## src/design/ecq_pkg.sv

```systemverilog
// Shared types and constants for the event queue with front slot and ring.
package ecq_pkg;

	// Action codes
	localparam logic [1:0] ACT_FIFO = 2'd0;
	localparam logic [1:0] ACT_LIFO = 2'd1;
	localparam logic [1:0] ACT_GET  = 2'd2;

	// Field and counter widths
	localparam int EVT_W  = 16;
	localparam int QLEN_W = 5;
	localparam int CNT_W  = QLEN_W + 1;
	localparam int MRG_W  = 8;

	// Ring sizing and queue_length reset value
	localparam int RING_DEPTH_DEF = 16;
	localparam int QLEN_RESET     = 16;

	// Configuration port
	localparam int APB_AW   = 3;
	localparam int APB_DW   = 32;
	localparam int REG_IW   = APB_AW - 2;
	localparam logic [REG_IW-1:0] REG_QLEN = '0;

	// Command word
	typedef struct packed {
		logic [1:0]       action;
		logic [EVT_W-1:0] event_handle;
		logic             use_margin;
		logic [MRG_W-1:0] margin;
	} cmd_t;

	// Result word
	typedef struct packed {
		logic              accepted;
		logic              fault;
		logic              got_event;
		logic [EVT_W-1:0]  event_out;
		logic [QLEN_W-1:0] free_count;
		logic [QLEN_W-1:0] min_free;
		logic [QLEN_W-1:0] used_count;
		logic              is_empty;
	} res_t;

endpackage

```

## src/design/ecq_ring.sv

```systemverilog
// Ring storage: one write port, one read port with registered read data.
module ecq_ring #(
	parameter int DEPTH = ecq_pkg::RING_DEPTH_DEF,
	parameter int AW    = 4,
	parameter int DW    = ecq_pkg::EVT_W
) (
	input  logic          clk,
	input  logic          wr_en,
	input  logic [AW-1:0] wr_addr,
	input  logic [DW-1:0] wr_data,
	input  logic          rd_en,
	input  logic [AW-1:0] rd_addr,
	output logic [DW-1:0] rd_data
);

	logic [DW-1:0] mem [DEPTH];
	logic [DW-1:0] rd_data_q;

	// write port
	always_ff @(posedge clk) begin
		if (wr_en) begin
			mem[wr_addr] <= wr_data;
		end
	end

	// read port, registered read data
	always_ff @(posedge clk) begin
		if (rd_en) begin
			rd_data_q <= mem[rd_addr];
		end
	end

	assign rd_data = rd_data_q;

endmodule

```

## src/design/event_queue_front_slot_ring.sv

```systemverilog
// Top level: event-handle queue with a front slot and a ring memory.
//
//  port group          dir  word      handshake
//  start/busy/cmd      in   cmd_t     taken when start & !busy
//  done/result         out  res_t     one-cycle strobe, no backpressure
//  psel..prdata        cfg  32 bit    APB write at psel&penable&pwrite
//
// For each command, the accept edge reads the ring at the tail
// index, the next cycle (busy high) uses that read data to update the state
// and the ring and loads the result word. done strobes in the cycle after,
// while the next command can already be taken. No forwarding is needed since
// busy holds off the next read until the write has landed.
// Reset clears the control state; the ring holds no reset value and needs no
// clearing pass. The receiver cannot stall.
module event_queue_front_slot_ring #(
	parameter int RING_DEPTH = ecq_pkg::RING_DEPTH_DEF
) (
	input  logic                      clk,
	input  logic                      arst_n,
	// command channel
	input  logic                      start,
	output logic                      busy,
	input  ecq_pkg::cmd_t             cmd,
	// result channel
	output logic                      done,
	output ecq_pkg::res_t             result,
	// configuration port
	input  logic                      psel,
	input  logic                      penable,
	input  logic                      pwrite,
	input  logic [ecq_pkg::APB_AW-1:0] paddr,
	input  logic [ecq_pkg::APB_DW-1:0] pwdata,
	output logic [ecq_pkg::APB_DW-1:0] prdata,
	output logic                      pready
);

	localparam int IDX_W   = (RING_DEPTH > 1) ? $clog2(RING_DEPTH) : 1;
	localparam int QLEN_W  = ecq_pkg::QLEN_W;
	localparam int CNT_W   = ecq_pkg::CNT_W;
	localparam int EVT_W   = ecq_pkg::EVT_W;
	localparam int CMP_W   = ((IDX_W > QLEN_W) ? IDX_W : QLEN_W) + 1;
	localparam int QLEN_RST = (RING_DEPTH < ecq_pkg::QLEN_RESET) ?
		RING_DEPTH : ecq_pkg::QLEN_RESET;

	// queue state
	logic [QLEN_W-1:0] qlen_q;
	logic [EVT_W-1:0]  front_q;
	logic              front_valid_q;
	logic [IDX_W-1:0]  head_q, tail_q;
	logic [CNT_W-1:0]  free_q, low_q;

	// execute stage
	logic              busy_s1;
	ecq_pkg::cmd_t     cmd_s1;
	logic [EVT_W-1:0]  ring_rd;

	// result register
	logic              done_q;
	ecq_pkg::res_t     res_q;

	// next-state values
	logic [EVT_W-1:0]  front_n;
	logic              front_valid_n;
	logic [IDX_W-1:0]  head_n, tail_n;
	logic [CNT_W-1:0]  free_n, low_n, used_n;
	logic              ring_we;
	logic [IDX_W-1:0]  ring_wa;
	logic [EVT_W-1:0]  ring_wd;
	ecq_pkg::res_t     res_n;

	logic              cmd_take, cfg_wr, reg_hit;
	logic [QLEN_W-1:0] qlen_wr;
	logic [IDX_W-1:0]  qlen_last;
	logic [CMP_W-1:0]  tail_inc;
	logic              post_ok;

	assign cmd_take = start && !busy_s1;
	assign busy     = busy_s1;
	assign pready   = 1'b1;
	assign cfg_wr   = psel && penable && pwrite;
	assign reg_hit  = (paddr[ecq_pkg::APB_AW-1:2] == ecq_pkg::REG_QLEN);

	// clamp written length to the ring depth
	always_comb begin
		qlen_wr = pwdata[QLEN_W-1:0];
		if ({3'b000, pwdata[QLEN_W-1:0]} > 8'(RING_DEPTH)) begin
			qlen_wr = QLEN_W'(RING_DEPTH);
		end
	end

	assign prdata = reg_hit ? {{(ecq_pkg::APB_DW-QLEN_W){1'b0}}, qlen_q} : '0;

	ecq_ring #(
		.DEPTH (RING_DEPTH),
		.AW    (IDX_W),
		.DW    (EVT_W)
	) u_ring (
		.clk     (clk),
		.wr_en   (ring_we),
		.wr_addr (ring_wa),
		.wr_data (ring_wd),
		.rd_en   (cmd_take),
		.rd_addr (tail_q),
		.rd_data (ring_rd)
	);

	// execute: read-modify-write of the queue state
	always_comb begin
		front_n       = front_q;
		front_valid_n = front_valid_q;
		head_n        = head_q;
		tail_n        = tail_q;
		free_n        = free_q;
		low_n         = low_q;
		ring_we       = 1'b0;
		ring_wa       = head_q;
		ring_wd       = cmd_s1.event_handle;
		res_n         = '0;
		used_n        = '0;
		qlen_last     = IDX_W'(qlen_q - QLEN_W'(1));
		tail_inc      = CMP_W'(tail_q) + CMP_W'(1);
		post_ok       = cmd_s1.use_margin ?
			({2'b00, free_q} > cmd_s1.margin) : (free_q != '0);

		case (cmd_s1.action)
			ecq_pkg::ACT_FIFO: begin
				if (cmd_s1.event_handle == '0) begin
					res_n.fault = 1'b1;
				end else if (post_ok) begin
					res_n.accepted = 1'b1;
					free_n = free_q - CNT_W'(1);
					if (free_n < low_q) low_n = free_n;
					if (!front_valid_q) begin
						front_n       = cmd_s1.event_handle;
						front_valid_n = 1'b1;
					end else if (qlen_q != '0) begin
						ring_we = 1'b1;
						head_n  = (head_q == '0) ? qlen_last : head_q - IDX_W'(1);
					end
				end else if (!cmd_s1.use_margin) begin
					res_n.fault = 1'b1;
				end
			end
			ecq_pkg::ACT_LIFO: begin
				if (cmd_s1.event_handle == '0 || free_q == '0) begin
					res_n.fault = 1'b1;
				end else begin
					res_n.accepted = 1'b1;
					free_n = free_q - CNT_W'(1);
					if (free_n < low_q) low_n = free_n;
					if (front_valid_q && qlen_q != '0) begin
						tail_n  = (tail_inc >= CMP_W'(qlen_q)) ? '0 : tail_inc[IDX_W-1:0];
						ring_we = 1'b1;
						ring_wa = tail_n;
						ring_wd = front_q;
					end
					front_n       = cmd_s1.event_handle;
					front_valid_n = 1'b1;
				end
			end
			ecq_pkg::ACT_GET: begin
				if (front_valid_q) begin
					res_n.got_event = 1'b1;
					res_n.event_out = front_q;
					free_n = free_q + CNT_W'(1);
					if (free_n <= CNT_W'(qlen_q)) begin
						front_n = ring_rd;
						tail_n  = (tail_q == '0) ? qlen_last : tail_q - IDX_W'(1);
					end else begin
						front_n       = '0;
						front_valid_n = 1'b0;
					end
				end
			end
			default: begin
			end
		endcase

		if (front_valid_n) used_n = CNT_W'(qlen_q) + CNT_W'(1) - free_n;
		res_n.free_count = free_n[QLEN_W-1:0];
		res_n.min_free   = low_n[QLEN_W-1:0];
		res_n.used_count = used_n[QLEN_W-1:0];
		res_n.is_empty   = !front_valid_n;
		if (!busy_s1) ring_we = 1'b0;
	end

	// control registers
	always_ff @(posedge clk or negedge arst_n) begin
		if (!arst_n) begin
			busy_s1       <= 1'b0;
			done_q        <= 1'b0;
			qlen_q        <= QLEN_W'(QLEN_RST);
			front_q       <= '0;
			front_valid_q <= 1'b0;
			head_q        <= '0;
			tail_q        <= '0;
			free_q        <= CNT_W'(QLEN_RST + 1);
			low_q         <= CNT_W'(QLEN_RST + 1);
		end else begin
			busy_s1 <= cmd_take;
			done_q  <= busy_s1;
			if (cfg_wr && reg_hit) begin
				qlen_q        <= qlen_wr;
				front_q       <= '0;
				front_valid_q <= 1'b0;
				head_q        <= '0;
				tail_q        <= '0;
				free_q        <= CNT_W'(qlen_wr) + CNT_W'(1);
				low_q         <= CNT_W'(qlen_wr) + CNT_W'(1);
			end else if (busy_s1) begin
				front_q       <= front_n;
				front_valid_q <= front_valid_n;
				head_q        <= head_n;
				tail_q        <= tail_n;
				free_q        <= free_n;
				low_q         <= low_n;
			end
		end
	end

	// payload registers
	always_ff @(posedge clk) begin
		if (cmd_take) cmd_s1 <= cmd;
		if (busy_s1)  res_q  <= res_n;
	end

	assign done   = done_q;
	assign result = res_q;

	// checks
	a_one_exec_cycle: assert property (@(posedge clk) disable iff (!arst_n)
		busy_s1 |=> !busy_s1)
		else $error("execute stage held for more than one cycle");
	a_done_follows_exec: assert property (@(posedge clk) disable iff (!arst_n)
		busy_s1 |=> done_q)
		else $error("no result after execute cycle");
	a_no_stray_done: assert property (@(posedge clk) disable iff (!arst_n)
		!busy_s1 |=> !done_q)
		else $error("result without a command");
	a_free_bound: assert property (@(posedge clk) disable iff (!arst_n)
		free_q <= CNT_W'(qlen_q) + CNT_W'(1))
		else $error("free count above queue capacity");
	a_low_water: assert property (@(posedge clk) disable iff (!arst_n)
		low_q <= free_q)
		else $error("low-water mark above free count");
	a_empty_means_all_free: assert property (@(posedge clk) disable iff (!arst_n)
		!front_valid_q |-> (free_q == CNT_W'(qlen_q) + CNT_W'(1)))
		else $error("empty front slot with entries still held");

endmodule
```

## config.mk

```make
export PLATFORM = sky130hd
export DESIGN_NAME = event_queue_front_slot_ring
export DESIGN_NICKNAME = d
export VERILOG_FILES = /design/src/design/ecq_pkg.sv /design/src/design/ecq_ring.sv /design/src/design/event_queue_front_slot_ring.sv
export SDC_FILE = /design/constraint.sdc
export NUM_CORES = 1
export LEC_CHECK = 0
export ABC_AREA = 1
export BUFFER_PORTS_ARGS = -buffer_cell sky130_fd_sc_hd__buf_2
export CORE_MARGIN = 2
export CORE_UTILIZATION = 67
export CTS_BUF_LIST = sky130_fd_sc_hd__clkbuf_8
export DETAILED_ROUTE_END_ITERATION = 8
export PLACE_DENSITY = 0.88
export SKIP_LAST_GASP = 1
export SYNTH_ARGS = -nofsm -noshare
export SYNTH_HDL_FRONTEND = slang
export SYNTH_SLANG_ARGS = --single-unit
```

## constraint.sdc

```tcl
create_clock -name clk -period 11 [get_ports clk]
set_clock_uncertainty 0.1 [all_clocks]
set_input_delay 0.55 -clock clk [delete_from_list [all_inputs] [get_ports clk]]
set_output_delay 0.55 -clock clk [all_outputs]
set_load 0.005 [all_outputs]
```

==> results.py, run 1 <==
metrics = {
    "setup_path": {
        "crit_type": "reg -> reg",
        "r2r_slack_ns": 6.75,
        "rr_worst_depth": 13,
        "cp-startpoint": "tail_q[1]",
        "critPathMaxFanout": 67,
        "crit_arrival_ns": 4.43,
        "required_ns": 11.18,
        "r2r_end": "u_ring.mem[11][1]",
        "rr_startpoint": "tail_q[1]",
        "cp-end-kind": "register",
        "startpoint_type": "register",
    },
    "timing": {
        "hold_viol": 1,
        "setup_viol": 0,
        "layout_setup_ws_ns": 6.75,
        "fmax_mhz": 235,
        "rsz0062_at_grt": "false",
        "tightest_slew_ns": 1.18,
        "setup_tns_ns": 0,
        "holdWs_ns": -0.000710,
        "relSlewSlack": 0.209,
        "period_needed_ns": 4.25,
        "period_share": 0.386,
        "drv_slew": 0,
    },
    "logic_synthesis": {
        "yosysTopAreaCell": "edfxtp_1",
        "synthDistinctLibCells": 50,
        "syn-instance-count": 1503,
        "yosys-top-cells-area": "edfxtp_1 59%, dfrtp_1 5.7%, o21ai_0 5.3%, nor2_1 4.3%, nand2_1 4.3%",
        "yosysWarnings": 0,
        "synth_mux_area_frac": 0,
        "synth_area_sq_um": 17000,
        "syn_avg_cell_area_sq_um": 11.3,
        "yosys.area_share.adder": 0.0313,
        "synth_most_common_cell": "edfxtp_1",
        "synthArstFlopShare": 0.116,
        "synth-seq-cells": 378,
        "synth_compound_area_frac": 0.113,
        "synthSimpleGateAreaFrac": 0.131,
        "synthFlopType": "edfxtp_1",
        "synthXorXnorAreaFrac": 0.00971,
        "synth_edf_count": 334,
        "synth_top_area_share": 0.590,
        "yosysSeqAreaShare": 0.655,
        "synth.top_cells.by_count": "334 x edfxtp_1, 197 x nor2_1, 196 x nand2_1",
        "synth_top_family_by_area": "simple AND/OR/NAND/NOR gates",
    },
    "routing": {
        "drtAntennaViolNets": 0,
        "viasPerCell": 6.32,
        "drt_first_pass_iters": 6,
        "drtIter0Drc": 2210,
        "wl_um": 43800,
        "dr_total_vias": 12600,
        "drc": 0,
        "routedWlPerCell_um": 21.9,
    },
    "pwr": {
        "p_per_area_nw_per_um2": 226,
        "peakVddDrop_v": 0.000186,
        "power_leakage_nw": 7.38,
    },
    "floorplan": {
        "die_h_um": 163,
        "initial_core_util": 0.679,
        "rows": 58,
        "fp.coreArea_sq_um": 25000,
        "io_pins": 138,
        "die_area_sq_um": 26700,
        "die_w_um": 163,
    },
    "clocking": {
        "cts_made_buffers": 56,
        "tritoncts": "done",
        "clk-insertion-delay-late_ns": 0.64,
        "htree_levels": 2,
        "cts_buffer_depth": 3,
        "cts_sinks": 378,
        "path_clk_slew_ns": 0.08,
        "root_buffer": "clkbuf_8",
    },
    "min_path": {
        "hold_end": "cmd_s1[22]",
        "worst_hold_path.num_cells": 1,
        "holdCritStartpoint": "cmd[22]",
        "hold_class": "in -> reg",
    },
    "flow_run": {
        "drv_cap": 0,
    },
    "global_routing": {
        "grt_usage": 0.335,
        "grt_pass1_wl_um": 67100,
        "antenna_found_initial": 0,
        "grt_max_degree": 111,
        "first_global_vias": 12400,
        "grt_overflow": 0,
    },
    "place": {
        "port_buffers": 80,
        "dp_slack_ns": 6.84,
        "hpwlAfterDp_um": 25200,
        "place.gp.congestion": 0.927,
    },
    "final_layout": {
        "antenna-diode-count": 0,
        "syn_to_final_growth_pct": 11.4,
        "layout-drive-gt1-share": 0.158,
        "fillerInstances": 1449,
        "num-nets-final": 1733,
    },
    "outcome": {
        "status": "finished, violations left",
        "failed_checks": "hold timing",
    },
}
-- how the worst max path moves through the flow --
stage / end / slack [ns] / cells after the start
6_report: u_ring.mem[11][1] / 6.75 / 13
5_1_grt: u_ring.mem[14][0] / 6.44 / 13
4_1_cts: u_ring.mem[13][0] / 6.80 / 13
3_5_place_dp: u_ring.mem[13][7] / 6.84 / 13
3_3_place_gp: u_ring.mem[10][12] / 6.93 / 13
2_1_floorplan: u_ring.mem[10][0] / 7.40 / 14
-- power by group --
part	internal (W)	switching, W	leakage, nW
combinational	0.000409	0.000933	3.16
sequential	0.00172	0.000100	3.59
clock	0.000577	0.000541	0.622
-- stage by stage --
step                      utilization  cells  area, sq um  total power [W]  hold WS, ns
after global placement          0.708   1884        17700          0.00302        0.372
after detailed placement        0.708   1884        17700          0.00311        0.377
after global routing            0.756   1997        18900          0.00447      0.00430
after CTS                       0.756   1997        18900          0.00423     0.000237
final                           0.756   1997        18900          0.00428    -0.000710
after floorplan                     -   1529        17100          0.00274        0.154
-- repair_timing --
item / in CTS / in global routing
hold buffers: 11 / 0
endpoints found under the setup margin: 0 / 0
resized for setup: 0 / 0
endpoints found under the hold margin: 49 / 0
setup buffers: 0 / 0
-- flip-flops by register name, summed over array words and instances (netlist names), 4 cells and up --
| name | cells |
|---|---|
| cmd_s1 | 27 |
| free_q | 6 |
| front_q | 16 |
| head_q | 4 |
| low_q | 6 |
| qlen_q | 5 |
| result | 35 |
| tail_q | 4 |
| u_ring.mem | 256 |
| u_ring.rd_data | 16 |
-- worst max-delay path: stages (launching register included) --
cell	delay, ns
dfrtp_1	0.34
buf_4	0.56
ha_1	0.31
xor2_1	0.24
ha_1	0.32
a21oi_1	0.16
o221a_2	0.21
nand2_1	0.09
nor2_2	0.17
nand2_1	0.06
o21ai_1	0.14
nand2_1	0.16
nor3_2	0.63
buf_4	0.39
-- cell type report --
type	instances	area, sq um	share of cell area
sequential	378	11100	0.588
inverter	131	500	0.0264
multi-input combinational	923	4960	0.262
timing repair buffer	133	826	0.0436
tap	330	413	0.0218
clock inverter	42	268	0.0141
clock buffer	60	826	0.0436
-- per-layer routing --
layer	track usage	routed length (um)	up-vias
li1	-	-	5487
met1	0.444	15100	5940
met2	0.530	20900	1016
met3	0.0736	6110	178
met4	0.165	1770	0
met5	0	0	-
-- cell families after synthesis --
kind of cell / after synthesis
AO/OA/AOI/OAI: 331
XOR/XNOR: 18
adder cells (fa/ha/maj): 42
buffers and inverters: 228
flip-flops: 378
other: 2
AND/OR/NAND/NOR: 504
-- layout by cell type (no fill, tap or decap), types with 3 or more instances in the layout --
cell / Yosys / layout
conb_1: 2 / 28
nor2_2: 7 / 7
nand2_4: 4 / 4
inv_2: 8 / 8
o21ai_2: 5 / 5
nor3_1: 4 / 4
clkbuf_8: 0 / 60
buf_2: 18 / 80
a21oi_1: 21 / 21
o211ai_1: 9 / 9
nor2_1: 197 / 196
xor2_1: 12 / 12
dfrtp_1: 39 / 37
dfstp_2: 5 / 5
o21ai_0: 179 / 178
ha_1: 41 / 41
inv_1: 120 / 136
xnor2_1: 5 / 5
nand4_1: 10 / 10
o21ai_1: 22 / 23
nor3_2: 5 / 5
edfxtp_1: 334 / 334
o22ai_1: 58 / 58
buf_4: 31 / 42
nand2_2: 11 / 11
clkinv_1: 0 / 13
inv_4: 3 / 3
nand3_1: 57 / 57
clkinv_2: 0 / 7
nand2_1: 196 / 196
dlygate4sd3_1: 0 / 11
o221ai_1: 26 / 26
nand3_2: 5 / 5
bufinv_16: 0 / 3
Power figures use the tool's default switching activity.
==> run 2, diff against run 1 <==
--- a/config.mk
+++ b/config.mk
@@ -8,10 +8,10 @@
 export ABC_AREA = 1
 export BUFFER_PORTS_ARGS = -buffer_cell sky130_fd_sc_hd__buf_2
 export CORE_MARGIN = 2
-export CORE_UTILIZATION = 67
+export CORE_UTILIZATION = 62
 export CTS_BUF_LIST = sky130_fd_sc_hd__clkbuf_8
 export DETAILED_ROUTE_END_ITERATION = 8
-export PLACE_DENSITY = 0.88
+export PLACE_DENSITY = 0.82
 export SKIP_LAST_GASP = 1
 export SYNTH_ARGS = -nofsm -noshare
 export SYNTH_HDL_FRONTEND = slang
==> constraint.sdc (replaced) <==
create_clock -name clk -period 4 [get_ports clk]
set_clock_uncertainty 0.1 [all_clocks]
set_input_delay 0.2 -clock clk [delete_from_list [all_inputs] [get_ports clk]]
set_output_delay 0.2 -clock clk [all_outputs]
set_load 0.005 [all_outputs]
==> results.py, run 2 (synthesis gave the netlist of run 1 again) <==
metrics = {
    "pwr": {
        "peakVddDrop_v": 0.000401,
        "power_leakage_nw": 7.54,
        "finalPower_w": 0.0115,
        "p_per_area_nw_per_um2": 598,
    },
    "final_layout": {
        "largest_reg_flops": 256,
        "syn_to_final_growth_pct": 13.2,
        "top_register": "u_ring.mem",
        "layout_common_cells": "334 x edfxtp_1, 196 x nand2_1, 196 x nor2_1",
        "num-nets-final": 1775,
        "antenna-diode-count": 0,
        "mostFrequentLayoutCell": "edfxtp_1",
        "layout-drive-gt1-share": 0.163,
    },
    "clocking": {
        "path_clk_slew_ns": 0.07,
        "cts_buffer_depth": 3,
        "cts_sinks": 378,
        "clk-insertion-delay-late_ns": 0.60,
        "cts_made_buffers": 56,
        "tritoncts": "done",
        "htree_levels": 2,
        "root_buffer": "clkbuf_8",
    },
    "timing": {
        "rsz0062_at_grt": "false",
        "hold_viol": 0,
        "tightest_slew_ns": 1.22,
        "drv_slew": 0,
        "fmax_mhz": 272,
        "setup_viol": 0,
        "relSlewSlack": 0.184,
        "period_share": 0.919,
        "period_needed_ns": 3.68,
        "setup_tns_ns": 0,
    },
    "outcome": {
        "status": "finished clean",
    },
    "global_routing": {
        "grt_pass1_wl_um": 64400,
        "antenna_found_initial": 1,
        "grt_usage": 0.292,
        "grt_overflow": 0,
        "first_global_vias": 11900,
        "grt_max_degree": 70,
    },
    "place": {
        "hpwlAfterDp_um": 26500,
        "port_buffers": 80,
        "place.gp.congestion": 0.886,
    },
    "setup_path": {
        "max_stage_delay_ns": 0.63,
        "cp-end-kind": "register",
        "worst_path_max_delay_cell": "dfstp_2",
        "critical_path.most_common_cell": "nand2_1",
        "crit_arrival_ns": 3.92,
        "startpoint_type": "register",
        "crit_type": "reg -> reg",
        "path_cells": "inv_1 > ha_1 > inv_1 > nand2_1 > nand2_1 > nand2_1 > nand2_1 > nand2_1 > nand2_1 > nand2_1 > nand2_1 > nand2_2 > nand2_4 > nand2_2 > o21ai_0 > nand2_1 > ha_1 > inv_1 > ha_1 > inv_1 > fa_1 > xor2_1 > nor2_2",
        "required_ns": 4.25,
        "critPathMaxFanout": 7,
    },
    "floorplan": {
        "rows": 60,
        "io_pins": 138,
        "fp.coreArea_sq_um": 27000,
        "die_h_um": 170,
        "die_w_um": 170,
        "initial_core_util": 0.631,
        "die_area_sq_um": 28800,
    },
    "routing": {
        "drtIter0Drc": 1790,
        "wl_um": 42000,
        "viasPerCell": 5.97,
        "dr_total_vias": 12200,
        "drt_first_pass_iters": 6,
        "routedWlPerCell_um": 20.5,
        "drc": 0,
        "drtAntennaViolNets": 0,
    },
    "min_path": {
        "hold_class": "in -> reg",
    },
    "flow_run": {
        "drv_cap": 0,
    },
}
run 2: per-stage QoR:
stage	cell area, sq um	hold slack, ns	worst slack, ns	util	cells
2_1_floorplan	17100	-0.196	0.400	-	1529
3_3_place_gp	17900	0.278	0.426	0.664	1913
3_5_place_dp	17900	0.278	0.338	0.664	1913
4_1_cts	19200	0.0747	0.333	0.714	2050
5_1_grt	19200	0.127	0.0139	0.714	2050
6_report	19200	0.107	0.325	0.714	2050
run 2: routing by layer:
layer,vias up,wire [um],global-route usage
met2,734,20000,0.471
met1,5840,16500,0.404
met3,88,4380,0.0590
li1,5583,-,-
met5,-,0,0
met4,0,1090,0.0951
run 2: repair_timing:
action                                 in CTS  in global routing
gates resized for setup                     0                  0
hold buffers                               35                  0
endpoints found under the hold margin      74                  0
setup buffers                               0                  0
run 2: cell type report:
| class | count | area (sq um) |
|---|---|---|
| tap | 341 | 427 |
| multi-input combinational | 923 | 4960 |
| clock inverter | 44 | 203 |
| inverter | 131 | 500 |
| clock buffer | 58 | 798 |
| fill | 1730 | 7700 |
| sequential | 378 | 11100 |
| timing repair buffer | 175 | 1210 |
run 2: final timing paths:
check | slack (ns) | start | to | cells past startpoint
setup / recovery | 0.32 | free_q[0] | result[4] | 23
hold / removal | 0.11 | paddr[2] | qlen_q[4] | 5
setup reg to reg | 0.32 | free_q[0] | result[4] | 23
hold reg to reg | 0.40 | head_q[3] | head_q[3] | 2
max in group asynchronous | 2.71 | arst_n | tail_q[0] | 2
min in group asynchronous | 0.26 | arst_n | low_q[2] | 2
run 2: power by group:
group          total, W  leakage (nW)  switching [W]  internal (W)
combinational   0.00380          3.36        0.00264       0.00116
clock           0.00280         0.583        0.00145       0.00135
sequential      0.00492          3.59       0.000189       0.00473
total            0.0115          7.54        0.00428       0.00724
run 2: worst max-delay path, delay by kind of cell (launching register included):
family | cells | cell delay, ns
AO/OA/AOI/OAI | 1 | 0.20
XOR/XNOR | 1 | 0.18
adder cells (fa/ha/maj) | 4 | 1.05
buffers and inverters | 4 | 0.33
flip-flops | 1 | 0.63
AND/OR/NAND/NOR | 13 | 0.94
